File: src/rtl/dqv_pkg.sv
package dqv_pkg;

  localparam logic [7:0] CH_DOT  = 8'h2E;
  localparam logic [7:0] CH_ZERO = 8'h30;
  localparam logic [7:0] CH_NINE = 8'h39;

  localparam logic [9:0] OCTET_MAX = 10'd255;
  localparam logic [2:0] GRP_MAX   = 3'd3;
  localparam logic [2:0] CNT_SAT   = 3'd4;
  localparam logic [2:0] DOTS_REQ  = 3'd3;

  localparam logic [2:0] ERR_NONE     = 3'd0;
  localparam logic [2:0] ERR_RANGE    = 3'd1;
  localparam logic [2:0] ERR_LENGTH   = 3'd2;
  localparam logic [2:0] ERR_ZERO_TWO = 3'd3;
  localparam logic [2:0] ERR_ZERO_THR = 3'd4;
  localparam logic [2:0] ERR_NONDIGIT = 3'd5;

  localparam logic [1:0] LZ_NONE  = 2'd0;
  localparam logic [1:0] LZ_TWO   = 2'd1;
  localparam logic [1:0] LZ_THREE = 2'd2;

  localparam int TQ_DEPTH = 4;
  localparam int TQ_AW    = $clog2(TQ_DEPTH);
  localparam int RQ_DEPTH = 2;
  localparam int RQ_AW    = $clog2(RQ_DEPTH);

  typedef struct packed {
    logic       is_dot;
    logic       is_digit;
    logic       is_zero;
    logic [3:0] digit;
    logic       last;
  } tok_t;

  typedef struct packed {
    logic        is_valid;
    logic [2:0]  error_code;
    logic [31:0] address_value;
  } res_t;

  typedef struct packed {
    logic full;
    logic empty;
  } q_stat_t;

endpackage

File: src/rtl/dqv_front.sv
module dqv_front import dqv_pkg::*; (
  input  logic       clk,
  input  logic       rst_n,
  input  logic       in_push,
  output logic       in_full,
  input  logic [7:0] in_char_code,
  input  logic       in_last_char,
  input  q_stat_t    q_stat,
  output logic       tok_wr,
  output tok_t       tok
);

  logic tok_valid_r;
  logic tok_valid_nxt;
  tok_t tok_r;
  tok_t tok_nxt;
  logic take;

  assign tok_wr  = tok_valid_r && !q_stat.full;
  assign in_full = tok_valid_r && q_stat.full;
  assign take    = in_push && !in_full;
  assign tok     = tok_r;

  always_comb begin
    tok_nxt.is_dot   = (in_char_code == CH_DOT);
    tok_nxt.is_digit = (in_char_code >= CH_ZERO) && (in_char_code <= CH_NINE);
    tok_nxt.is_zero  = (in_char_code == CH_ZERO);
    tok_nxt.digit    = in_char_code[3:0];
    tok_nxt.last     = in_last_char;
    tok_valid_nxt    = take || (tok_valid_r && !tok_wr);
  end

  always_ff @(posedge clk) begin
    if (!rst_n) begin
      tok_valid_r <= 1'b0;
    end else begin
      tok_valid_r <= tok_valid_nxt;
    end
  end

  always_ff @(posedge clk) begin
    if (take) begin
      tok_r <= tok_nxt;
    end
  end

endmodule

File: src/rtl/dqv_tok_queue.sv
module dqv_tok_queue import dqv_pkg::*; (
  input  logic    clk,
  input  logic    rst_n,
  input  logic    wr_en,
  input  tok_t    wr_tok,
  input  logic    rd_en,
  output tok_t    rd_tok,
  output q_stat_t q_stat
);

  tok_t              mem [TQ_DEPTH];
  logic [TQ_AW-1:0]  wr_ptr_r;
  logic [TQ_AW-1:0]  rd_ptr_r;
  logic [TQ_AW:0]    cnt_r;
  logic [TQ_AW:0]    cnt_nxt;
  logic              do_wr;
  logic              do_rd;

  assign q_stat.full  = (cnt_r == (TQ_AW+1)'(TQ_DEPTH));
  assign q_stat.empty = (cnt_r == '0);
  assign do_wr        = wr_en && !q_stat.full;
  assign do_rd        = rd_en && !q_stat.empty;
  assign rd_tok       = mem[rd_ptr_r];

  always_comb begin
    cnt_nxt = cnt_r;
    if (do_wr && !do_rd) begin
      cnt_nxt = cnt_r + 1'b1;
    end else if (do_rd && !do_wr) begin
      cnt_nxt = cnt_r - 1'b1;
    end
  end

  always_ff @(posedge clk) begin
    if (!rst_n) begin
      wr_ptr_r <= '0;
      rd_ptr_r <= '0;
      cnt_r    <= '0;
    end else begin
      cnt_r <= cnt_nxt;
      if (do_wr) begin
        wr_ptr_r <= wr_ptr_r + 1'b1;
      end
      if (do_rd) begin
        rd_ptr_r <= rd_ptr_r + 1'b1;
      end
    end
  end

  always_ff @(posedge clk) begin
    if (do_wr) begin
      mem[wr_ptr_r] <= wr_tok;
    end
  end

endmodule

File: src/rtl/dqv_back.sv
module dqv_back import dqv_pkg::*; (
  input  logic    clk,
  input  logic    rst_n,
  input  q_stat_t q_stat,
  input  tok_t    tok,
  output logic    tok_rd,
  output logic    out_empty,
  input  logic    out_pop,
  output res_t    res
);

  logic [2:0]  gl_r,  gl_nxt;
  logic [9:0]  gv_r,  gv_nxt;
  logic        gsz_r, gsz_nxt;
  logic [2:0]  dc_r,  dc_nxt;
  logic        le_r,  le_nxt;
  logic [1:0]  lz_r,  lz_nxt;
  logic        nd_r,  nd_nxt;
  logic        re_r,  re_nxt;
  logic [31:0] pa_r,  pa_nxt;

  logic [2:0]  gl_a;
  logic [9:0]  gv_a;
  logic        gsz_a;
  logic        le_a;
  logic        nd_a;
  logic [2:0]  dc_a;
  logic        le_c;
  logic [1:0]  lz_c;
  logic        re_c;
  logic [31:0] pa_c;
  logic        le_f;
  logic [2:0]  code;
  res_t        res_new;

  res_t              rq [RQ_DEPTH];
  logic [RQ_AW-1:0]  rq_wr_r;
  logic [RQ_AW-1:0]  rq_rd_r;
  logic [RQ_AW:0]    rq_cnt_r;
  logic [RQ_AW:0]    rq_cnt_nxt;
  logic              rq_full;
  logic              rq_pop;
  logic              rq_push;

  assign out_empty = (rq_cnt_r == '0);
  assign rq_full   = (rq_cnt_r == (RQ_AW+1)'(RQ_DEPTH));
  assign rq_pop    = out_pop && !out_empty;
  assign tok_rd    = !q_stat.empty && (!rq_full || rq_pop);
  assign rq_push   = tok_rd && tok.last;
  assign res       = rq[rq_rd_r];

  always_comb begin
    gl_a  = gl_r;
    gv_a  = gv_r;
    gsz_a = gsz_r;
    le_a  = le_r;
    nd_a  = nd_r;
    dc_a  = dc_r;
    if (tok.is_dot) begin
      if (dc_r < CNT_SAT) begin
        dc_a = dc_r + 1'b1;
      end
    end else begin
      if (gl_r >= GRP_MAX) begin
        le_a = 1'b1;
      end
      if (gl_r == '0) begin
        gsz_a = tok.is_zero;
      end
      if (tok.is_digit) begin
        if (gl_r < GRP_MAX) begin
          gv_a = (gv_r << 3) + (gv_r << 1) + {6'd0, tok.digit};
        end
      end else begin
        nd_a = 1'b1;
      end
      if (gl_r < CNT_SAT) begin
        gl_a = gl_r + 1'b1;
      end
    end

    le_c = le_a || (gl_a == '0) || (gl_a > GRP_MAX);
    lz_c = lz_r;
    if (lz_r == LZ_NONE && gsz_a) begin
      if (gl_a == 3'd2) begin
        lz_c = LZ_TWO;
      end else if (gl_a == 3'd3) begin
        lz_c = LZ_THREE;
      end
    end
    re_c = re_r || (gv_a > OCTET_MAX);
    pa_c = {pa_r[23:0], gv_a[7:0]};
    // A dot as the final character leaves an empty last group.
    le_f = le_c || (dc_a != DOTS_REQ) || tok.is_dot;

    if (le_f) begin
      code = ERR_LENGTH;
    end else if (lz_c == LZ_TWO) begin
      code = ERR_ZERO_TWO;
    end else if (lz_c != LZ_NONE) begin
      code = ERR_ZERO_THR;
    end else if (nd_a) begin
      code = ERR_NONDIGIT;
    end else if (re_c) begin
      code = ERR_RANGE;
    end else begin
      code = ERR_NONE;
    end
    res_new.is_valid      = (code == ERR_NONE);
    res_new.error_code    = code;
    res_new.address_value = (code == ERR_NONE) ? pa_c : 32'd0;

    gl_nxt  = gl_r;
    gv_nxt  = gv_r;
    gsz_nxt = gsz_r;
    dc_nxt  = dc_r;
    le_nxt  = le_r;
    lz_nxt  = lz_r;
    nd_nxt  = nd_r;
    re_nxt  = re_r;
    pa_nxt  = pa_r;
    if (tok_rd) begin
      if (tok.last) begin
        gl_nxt  = '0;
        gv_nxt  = '0;
        gsz_nxt = 1'b0;
        dc_nxt  = '0;
        le_nxt  = 1'b0;
        lz_nxt  = LZ_NONE;
        nd_nxt  = 1'b0;
        re_nxt  = 1'b0;
        pa_nxt  = '0;
      end else if (tok.is_dot) begin
        gl_nxt  = '0;
        gv_nxt  = '0;
        gsz_nxt = 1'b0;
        dc_nxt  = dc_a;
        le_nxt  = le_c;
        lz_nxt  = lz_c;
        nd_nxt  = nd_a;
        re_nxt  = re_c;
        pa_nxt  = pa_c;
      end else begin
        gl_nxt  = gl_a;
        gv_nxt  = gv_a;
        gsz_nxt = gsz_a;
        le_nxt  = le_a;
        nd_nxt  = nd_a;
      end
    end

    rq_cnt_nxt = rq_cnt_r;
    if (rq_push && !rq_pop) begin
      rq_cnt_nxt = rq_cnt_r + 1'b1;
    end else if (rq_pop && !rq_push) begin
      rq_cnt_nxt = rq_cnt_r - 1'b1;
    end
  end

  always_ff @(posedge clk) begin
    if (!rst_n) begin
      gl_r     <= '0;
      gv_r     <= '0;
      gsz_r    <= 1'b0;
      dc_r     <= '0;
      le_r     <= 1'b0;
      lz_r     <= LZ_NONE;
      nd_r     <= 1'b0;
      re_r     <= 1'b0;
      pa_r     <= '0;
      rq_wr_r  <= '0;
      rq_rd_r  <= '0;
      rq_cnt_r <= '0;
    end else begin
      gl_r     <= gl_nxt;
      gv_r     <= gv_nxt;
      gsz_r    <= gsz_nxt;
      dc_r     <= dc_nxt;
      le_r     <= le_nxt;
      lz_r     <= lz_nxt;
      nd_r     <= nd_nxt;
      re_r     <= re_nxt;
      pa_r     <= pa_nxt;
      rq_cnt_r <= rq_cnt_nxt;
      if (rq_push) begin
        rq_wr_r <= rq_wr_r + 1'b1;
      end
      if (rq_pop) begin
        rq_rd_r <= rq_rd_r + 1'b1;
      end
    end
  end

  always_ff @(posedge clk) begin
    if (rq_push) begin
      rq[rq_wr_r] <= res_new;
    end
  end

endmodule

File: src/rtl/ipv4_dotted_quad_validator.sv
// Output: a result reaches the output ports once the last character of a string has passed
// the front-end token register, the token queue and the back end's result queue.
// Throughput: one character per cycle while in_full is low; in_full stalls the input when the queues fill up.
// Reset is synchronous and active low; it clears all control state and the parser state,
// while queue storage is left as is.
module ipv4_dotted_quad_validator import dqv_pkg::*; (
  input  logic        clk,
  input  logic        rst_n,
  input  logic        in_push,
  output logic        in_full,
  input  logic [7:0]  in_char_code,
  input  logic        in_last_char,
  output logic        out_empty,
  input  logic        out_pop,
  output logic        out_is_valid,
  output logic [2:0]  out_error_code,
  output logic [31:0] out_address_value
);

  q_stat_t q_stat;
  logic    tok_wr;
  tok_t    wr_tok;
  logic    tok_rd;
  tok_t    rd_tok;
  res_t    res;

  dqv_front u_front (
    .clk          (clk),
    .rst_n        (rst_n),
    .in_push      (in_push),
    .in_full      (in_full),
    .in_char_code (in_char_code),
    .in_last_char (in_last_char),
    .q_stat       (q_stat),
    .tok_wr       (tok_wr),
    .tok          (wr_tok)
  );

  dqv_tok_queue u_queue (
    .clk    (clk),
    .rst_n  (rst_n),
    .wr_en  (tok_wr),
    .wr_tok (wr_tok),
    .rd_en  (tok_rd),
    .rd_tok (rd_tok),
    .q_stat (q_stat)
  );

  dqv_back u_back (
    .clk       (clk),
    .rst_n     (rst_n),
    .q_stat    (q_stat),
    .tok       (rd_tok),
    .tok_rd    (tok_rd),
    .out_empty (out_empty),
    .out_pop   (out_pop),
    .res       (res)
  );

  assign out_is_valid      = res.is_valid;
  assign out_error_code    = res.error_code;
  assign out_address_value = res.address_value;

`ifndef NO_ASSERTIONS
  a_reset_clears: assert property (@(posedge clk) !rst_n |=> out_empty && !in_full)
    else $error("queues not empty after reset");

  a_valid_code: assert property (@(posedge clk) disable iff (!rst_n)
    !out_empty |-> (out_is_valid == (out_error_code == ERR_NONE)))
    else $error("verdict and error code disagree");

  a_invalid_addr: assert property (@(posedge clk) disable iff (!rst_n)
    !out_empty && !out_is_valid |-> out_address_value == 32'd0)
    else $error("address given for an invalid string");

  a_queue_flags: assert property (@(posedge clk) disable iff (!rst_n)
    !(q_stat.full && q_stat.empty))
    else $error("token queue both full and empty");

  a_full_holds: assert property (@(posedge clk) disable iff (!rst_n)
    in_full |-> q_stat.full)
    else $error("input stalled while token queue has room");
`endif

endmodule

File: config.mk
export PLATFORM = sky130hd
export DESIGN_NAME = ipv4_dotted_quad_validator
export DESIGN_NICKNAME = d
export VERILOG_FILES = /design/src/rtl/dqv_pkg.sv /design/src/rtl/dqv_front.sv /design/src/rtl/dqv_tok_queue.sv /design/src/rtl/dqv_back.sv /design/src/rtl/ipv4_dotted_quad_validator.sv
export SDC_FILE = /design/constraint.sdc
export NUM_CORES = 1
export LEC_CHECK = 0
export ABC_AREA = 1
export BUFFER_PORTS_ARGS = -buffer_cell sky130_fd_sc_hd__buf_4
export CAP_MARGIN = 20
export CORE_AREA = 4 4 144 146
export DETAILED_ROUTE_END_ITERATION = 8
export DIE_AREA = 0 0 148 150
export MAX_ROUTING_LAYER = met4
export PLACE_DENSITY_LB_ADDON = 0.08
export SKIP_CTS_REPAIR_TIMING = 1
export SLEW_MARGIN = 20
export SYNTH_ARGS = -nofsm -noshare
export SYNTH_HDL_FRONTEND = slang
export SYNTH_HIERARCHICAL = 1
export SYNTH_SLANG_ARGS = --single-unit
File: constraint.sdc
create_clock -name clk -period 5.6 [get_ports clk]
set_input_delay 1.68 -clock clk [delete_from_list [all_inputs] [get_ports clk]]
set_output_delay 1.68 -clock clk [all_outputs]
set_load 0.01 [all_outputs]
Word level (Yosys, flattened, before mapping)

Memory sizes are Yosys's and may differ from the RTL's. A register that Yosys moved wholly into a read port is not among the register bits.
Cells that the tools add are included.

Output and inout bits: 38
RAM bits: 104
Memories: 2
Bits of input ports: 13
Register bits after elaboration: 66

Order comparisons: 8
Reductions and logical operators: 43
Mux-type cells: 51
Eq/ne operators: 8
Add/subtract/negate cells: 12

Memories:

| memory      | words | width | read ports | clocked after memory_dff | write ports | line                | text |
|---|---|---|---|---|---|---|---|
| u_back.rq   | 2     | 36    | 1          | 1                        | 1           | dqv_back.sv:36      | `res_t rq [RQ_DEPTH];` |
| u_queue.mem | 4     | 8     | 1          | 1                        | 1           | dqv_tok_queue.sv:11 | `tok_t mem [TQ_DEPTH];` |

Operators by type and width:

| operator              | count |
|---|---|
| $mux W10              | 5 |
| $mux W24              | 2 |
| $mux W3               | 14 |
| $mux W32              | 1 |
| $mux W1               | 20 |
| $mux W2               | 9 |
| $eq A8 B6 Y1 const B  | 2 |
| $logic_and A1 B1 Y1   | 15 |
| $logic_not A3 Y1      | 4 |
| $add A10 B10 Y10      | 1 |
| $add A10 B4 Y10       | 1 |
| $gt A10 B8 Y1 const B | 1 |
| $logic_not A1 Y1      | 10 |
| $add A3 B1 Y3 const B | 3 |
| $ge A8 B6 Y1 const B  | 1 |
| $le A8 B6 Y1 const B  | 1 |
| $reduce_bool A2 Y1    | 4 |
| $logic_or A1 B1 Y1    | 7 |
| $add A2 B1 Y2 const B | 3 |
| $eq A3 B2 Y1 const B  | 2 |
| $lt A3 B3 Y1 const B  | 2 |
| $logic_not A2 Y1      | 2 |
| $eq A3 B3 Y1 const B  | 1 |
| $ge A3 B2 Y1 const B  | 1 |
| other kinds (9)       | 10 |

Longest topological paths before layout

Depth after elaboration: 14
Depth in mapped cells: 19
Gate-level depth less buffers: 18

By module

Netlist, hierarchy kept.

By module, submodules not included:

| module        | area each (sq um) | times used | cells each |
|---|---|---|---|
| dqv_back      | 5574.1            | 1          | 533 |
| dqv_tok_queue | 1685.4            | 1          | 146 |
| dqv_front     | 366.6             | 1          | 35 |

Worst setup path after synthesis

Ideal clock, no wire load.

Path type: input to register
Start point: input out_pop
End point: memory u_back/rq[0][0] (netlist bit), enable pin
Cell stages on the path: 6
Arrival time: 3.599 ns
Library setup time: 0.429 ns
Slack: 1.572 ns
Cells stage by stage: inv_1 nand3_1 nand2_1 nor2_1 inv_1 nor2_1

Word-level cells in the longest chain between the ends: 6

RTL lines:

| what                          | line                             | text |
|---|---|---|
| start, declared               | ipv4_dotted_quad_validator.sv:14 | `input logic out_pop,` |
| $logic_and A1 B1 Y1           | dqv_back.sv:47                   | `assign rq_pop = out_pop && !out_empty;` |
| $logic_or A1 B1 Y1            | dqv_back.sv:48                   | `assign tok_rd = !q_stat.empty && (!rq_full \|\| rq_pop);` |
| $logic_and A1 B1 Y1           | dqv_back.sv:48                   |  |
| $logic_and A1 B1 Y1           | dqv_back.sv:49                   | `assign rq_push = tok_rd && tok.last;` |
| net u_back.rq_push            | dqv_back.sv:43                   | `logic rq_push;` |
| $mux W1                       | dqv_back.sv:195                  | `if (rq_push) begin` |
| $mux W1 (implied by the code) | dqv_back.sv:196                  | `rq[rq_wr_r] <= res_new;` |
| end, declared                 | dqv_back.sv:36                   |  |

The timed path passes the listed nets, and every way through them passes these cells.

==> results summary <==
STA classifies the critical path endpoint as a register. The area overhead of the layout relative to synthesis is 16.4%. The Yosys warning count came out at 6.

The share of async-settable or async-resettable flops after synthesis came out at 0%. The number of DRC markers in iteration 0 is 272. The number of buffers added by the clock tree synthesis step is 17. The final worst-path cycle share came out at 70.0%. In this run the static leakage power is 3.40 nW.

On the worst path, the slowest cell contributes a delay of between 0.6 and 0.7 ns. The maximum clock insertion buffer count is 2. The max-slew violation count was 0. Across the run, the number of max-cap violations was 0. The number of standard cells in the final layout excluding fillers is 1,046. Including well taps, the total number of placed cells is 1,013. Setup repair after global routing left no endpoint under its margin. The setup violation total in the final timing report came out at 0. A synthesized cell averages 10.7 µm². For this design, the slowest cell found on the critical path is sky130_fd_sc_hd__dfxtp_1. Among all flip-flop cells after synthesis, the most frequent one is sky130_fd_sc_hd__edfxtp_1.

The power density of the placed cells came out at 478 nW/µm². The number of flip-flops and latches in the synthesized netlist came out at 173. The via count of the first global-routing pass is 5,018. The pin count of the biggest net entering global routing came out at 37.

The net count of the mapped netlist is 753. The sequential cell area is 4590 µm². Clock skew on the completed layout was measured at 0.00998 ns. The multi-input gate area in the final layout is 2510 µm².

The part of the Yosys area used for sequential elements is 60.1%. The cell at the root of the clock tree is sky130_fd_sc_hd__clkbuf_16. The number of enable-type register cells in the synthesized netlist is 112. The gate count after technology mapping is 714. The class of the most critical setup path is register to register. Traced cell by cell, the critical path runs through inv_2 > o21ai_0 > o22ai_1 > ha_1 > ha_1 > inv_1 > fa_1 > inv_1 > nand2_1 > nand3_1 > nand2_1 > nand3_1 > nand2_1 > nor2_4 > nand4_4 > nor2_1. The site row count came out at a little over 50. The initial core utilization is 39.3%. Global routing used 14.7% of the available tracks across all layers. Measured along the y axis, the die boundary spans 150 µm. The cell occurring most often along the worst timing path is sky130_fd_sc_hd__nand2_1. The worst-margin pin slew came out at a little under 1 ns.

For this design the top-level I/O count stands at 51. The total area inside the core boundary comes to 19,400 µm². Clock latency on the worst-skew pair, taken at its later pin, is 0.43 ns.

The count of vias placed by the detailed router came out at 4,999. The post-detailed-route DRC marker count came out at 0. The number of antenna violations at the first check in global routing is 0. The count of clock tree sinks came out at 173.

The global placer's final weighted congestion came out at between 0.7 and 0.8. The final hold violation count came out at 0. The worst-case IR drop observed on VDD is 248 µV. Of the cells placed in the final design, the portion with a size suffix greater than 1 is 23.0%. The global-route wire length before repair came out at 24,900 µm.

The met3 wire length came out at 530 µm. The CTS clock-pin slew for the worst setup and hold paths came out at 0.07 ns. The final layout contains 807 nets. The largest fanout of any net on the critical path came out at 33. The number of distinct standard cells referenced by the synthesized netlist came out at 38.

The CTS tree is yes. The highest metal layer carrying signal wires in the routed design is met4. The mapped netlist covers ~7600 µm². For the finished layout, the period the worst path requires is 3.92 ns. The total length of routed met2 wires came out at between 8000 and 9000 µm. The maximum frequency from static timing analysis came out at roughly 0.26 GHz.

The run finished with clean final reports. The final global-route overflow total came out at 0. At the end of the flow the core is filled with cells to between 40% and 50%. 0 antenna diodes ended up in the layout. After detailed routing, the average wire length per cell comes to between 10 and 15 µm. The detail-routed via count per cell came out at 4.78. The maximum level of the CTS H-tree is 4. The final routed wirelength across all metal layers came out at 15,300 µm. Measured along the x axis, the die boundary spans ~150 µm. The area of the die is 22,200 µm². The critical path arrival came out at 4.16 ns. Detailed placement ended at an HPWL of 10,800 µm. The type of the most critical hold path is register to register. The count of input and output buffers is 50. The total routed wire length on the met1 layer came out at 6500 µm. The number of iterations in the first detailed-routing pass came out at 4.

The total negative slack is 0 ns. The relative slew slack is 35.5%. The number of nets with antenna violations after detailed routing came out at 0. STA classifies the critical path startpoint as a register. The data required time at the worst endpoint came out at 5.84 ns. The layout has between 1,500 and 2,000 filler cells. The worst hold slack is between 0.4 and 0.5 ns.
-- synthesized netlist by cell type (all sizes together) (2+ instances only) --
library cell | n | area (µm²)
a21oi | 31 | 155
buf | 10 | 87.6
clkbuf | 9 | 33.8
dfxtp | 61 | 1220
edfxtp | 112 | 3360
fa | 3 | 60.1
ha | 23 | 288
inv | 112 | 423
mux2 | 36 | 405
nand2 | 104 | 400
nand3 | 24 | 125
nand3b | 3 | 22.5
nand4 | 7 | 58.8
nor2 | 93 | 449
nor3 | 5 | 41.3
o21a | 2 | 15.0
o21ai | 35 | 190
o22ai | 32 | 200
or2 | 4 | 25.0
xnor2 | 2 | 17.5
-- placed cells by master, fill, tap and decap left out, drive strengths merged --
cell type,n
a211oi,1
a21boi,1
a21oi,31
a22oi,1
a31oi,1
buf,54
bufinv,1
clkbuf,17
clkinv,4
clkinvlp,1
dfxtp,61
edfxtp,112
fa,3
ha,23
inv,121
mux2,36
nand2,104
nand3,24
nand3b,3
nand4,7
nor2,93
nor3,5
nor4,1
o21a,2
o21ai,35
o22ai,32
or2,4
xnor2,2
xor2,1
-- through the flow --
stage / worst slack [ns] / area (µm²) / power [mW]
CTS: 1.60 / 8860 / 4.32
floorplan: 1.57 / 7630 / 2.65
global placement: 1.27 / 8240 / 3.09
global route: 1.30 / 8870 / 4.52
detailed placement: 1.30 / 8280 / 3.15
finish: 1.68 / 8870 / 4.24
-- final timing paths --
path	start	depth (start not counted)	end	slack, ns
worst max register to register	register	16	u_back/rq[1][1]	1.68
worst max-delay path	register	16	u_back/rq[1][1]	1.68
worst min-delay path	u_back/rq_rd_r	1	u_back/rq_rd_r	0.46
worst min register to register	u_back/rq_rd_r	1	u_back/rq_rd_r	0.46
-- report_power, final --
| part | internal (mW) | switching [mW] |
|---|---|---|
| combinational | 0.532 | 0.825 |
| sequential | 1.61 | 0.125 |
| clock | 0.630 | 0.525 |
| total | 2.77 | 1.48 |
-- kinds of logic (layout without fill, tap and decap cells) --
group	Yosys count	after routing	share of synthesized area, %
multiplexers	36	36	5.32
AO/OA/AOI/OAI	104	104	7.73
AND/OR/NAND/NOR	241	241	14.8
XOR/XNOR	3	3	0.345
adder cells (fa/ha/maj)	26	26	4.56
flip-flops	173	173	60.1
buffers and inverters	131	198	7.14
-- critical path, delay by kind of cell (launching register included) --
| kind | cells | cell delay, ns |
|---|---|---|
| compound gates | 2 | 0.34 |
| fa+ha+maj | 3 | 0.90 |
| buf+inv | 3 | 0.40 |
| flops | 1 | 0.64 |
| simple gates | 8 | 1.44 |
-- routing by layer --
layer,GRT usage (%),vias up
met3,3.51,22
met2,25.9,93
met5,-,-
li1,-,2517
met4,5.08,0
met1,16.5,2367
-- final cells by class --
cell class | count | area share (%)
clock buffers | 17 | 4.79
clock inverters | 15 | 1.73
inverters | 112 | 4.77
multi-input cells | 410 | 28.3
flip-flops and latches | 173 | 51.7
well taps | 265 | 3.74
repair buffers | 54 | 4.98
-- registers in the layout, summed over array words and instances, names as in the netlist, 2 cells and up, named ones only --
| register | cells |
|---|---|
| u_back/lz_r | 2 |
| u_back/dc_r | 3 |
| u_back/rq | 72 |
| u_back/gv_r | 10 |
| u_queue/cnt_r | 3 |
| u_queue/mem | 32 |
| u_back/rq_cnt_r | 2 |
| u_queue/wr_ptr_r | 2 |
| u_front/tok | 8 |
| u_back/gl_r | 3 |
| u_back/pa_r | 24 |
| u_queue/rd_ptr_r | 2 |
No activity file was read; power rests on OpenSTA's default activity.
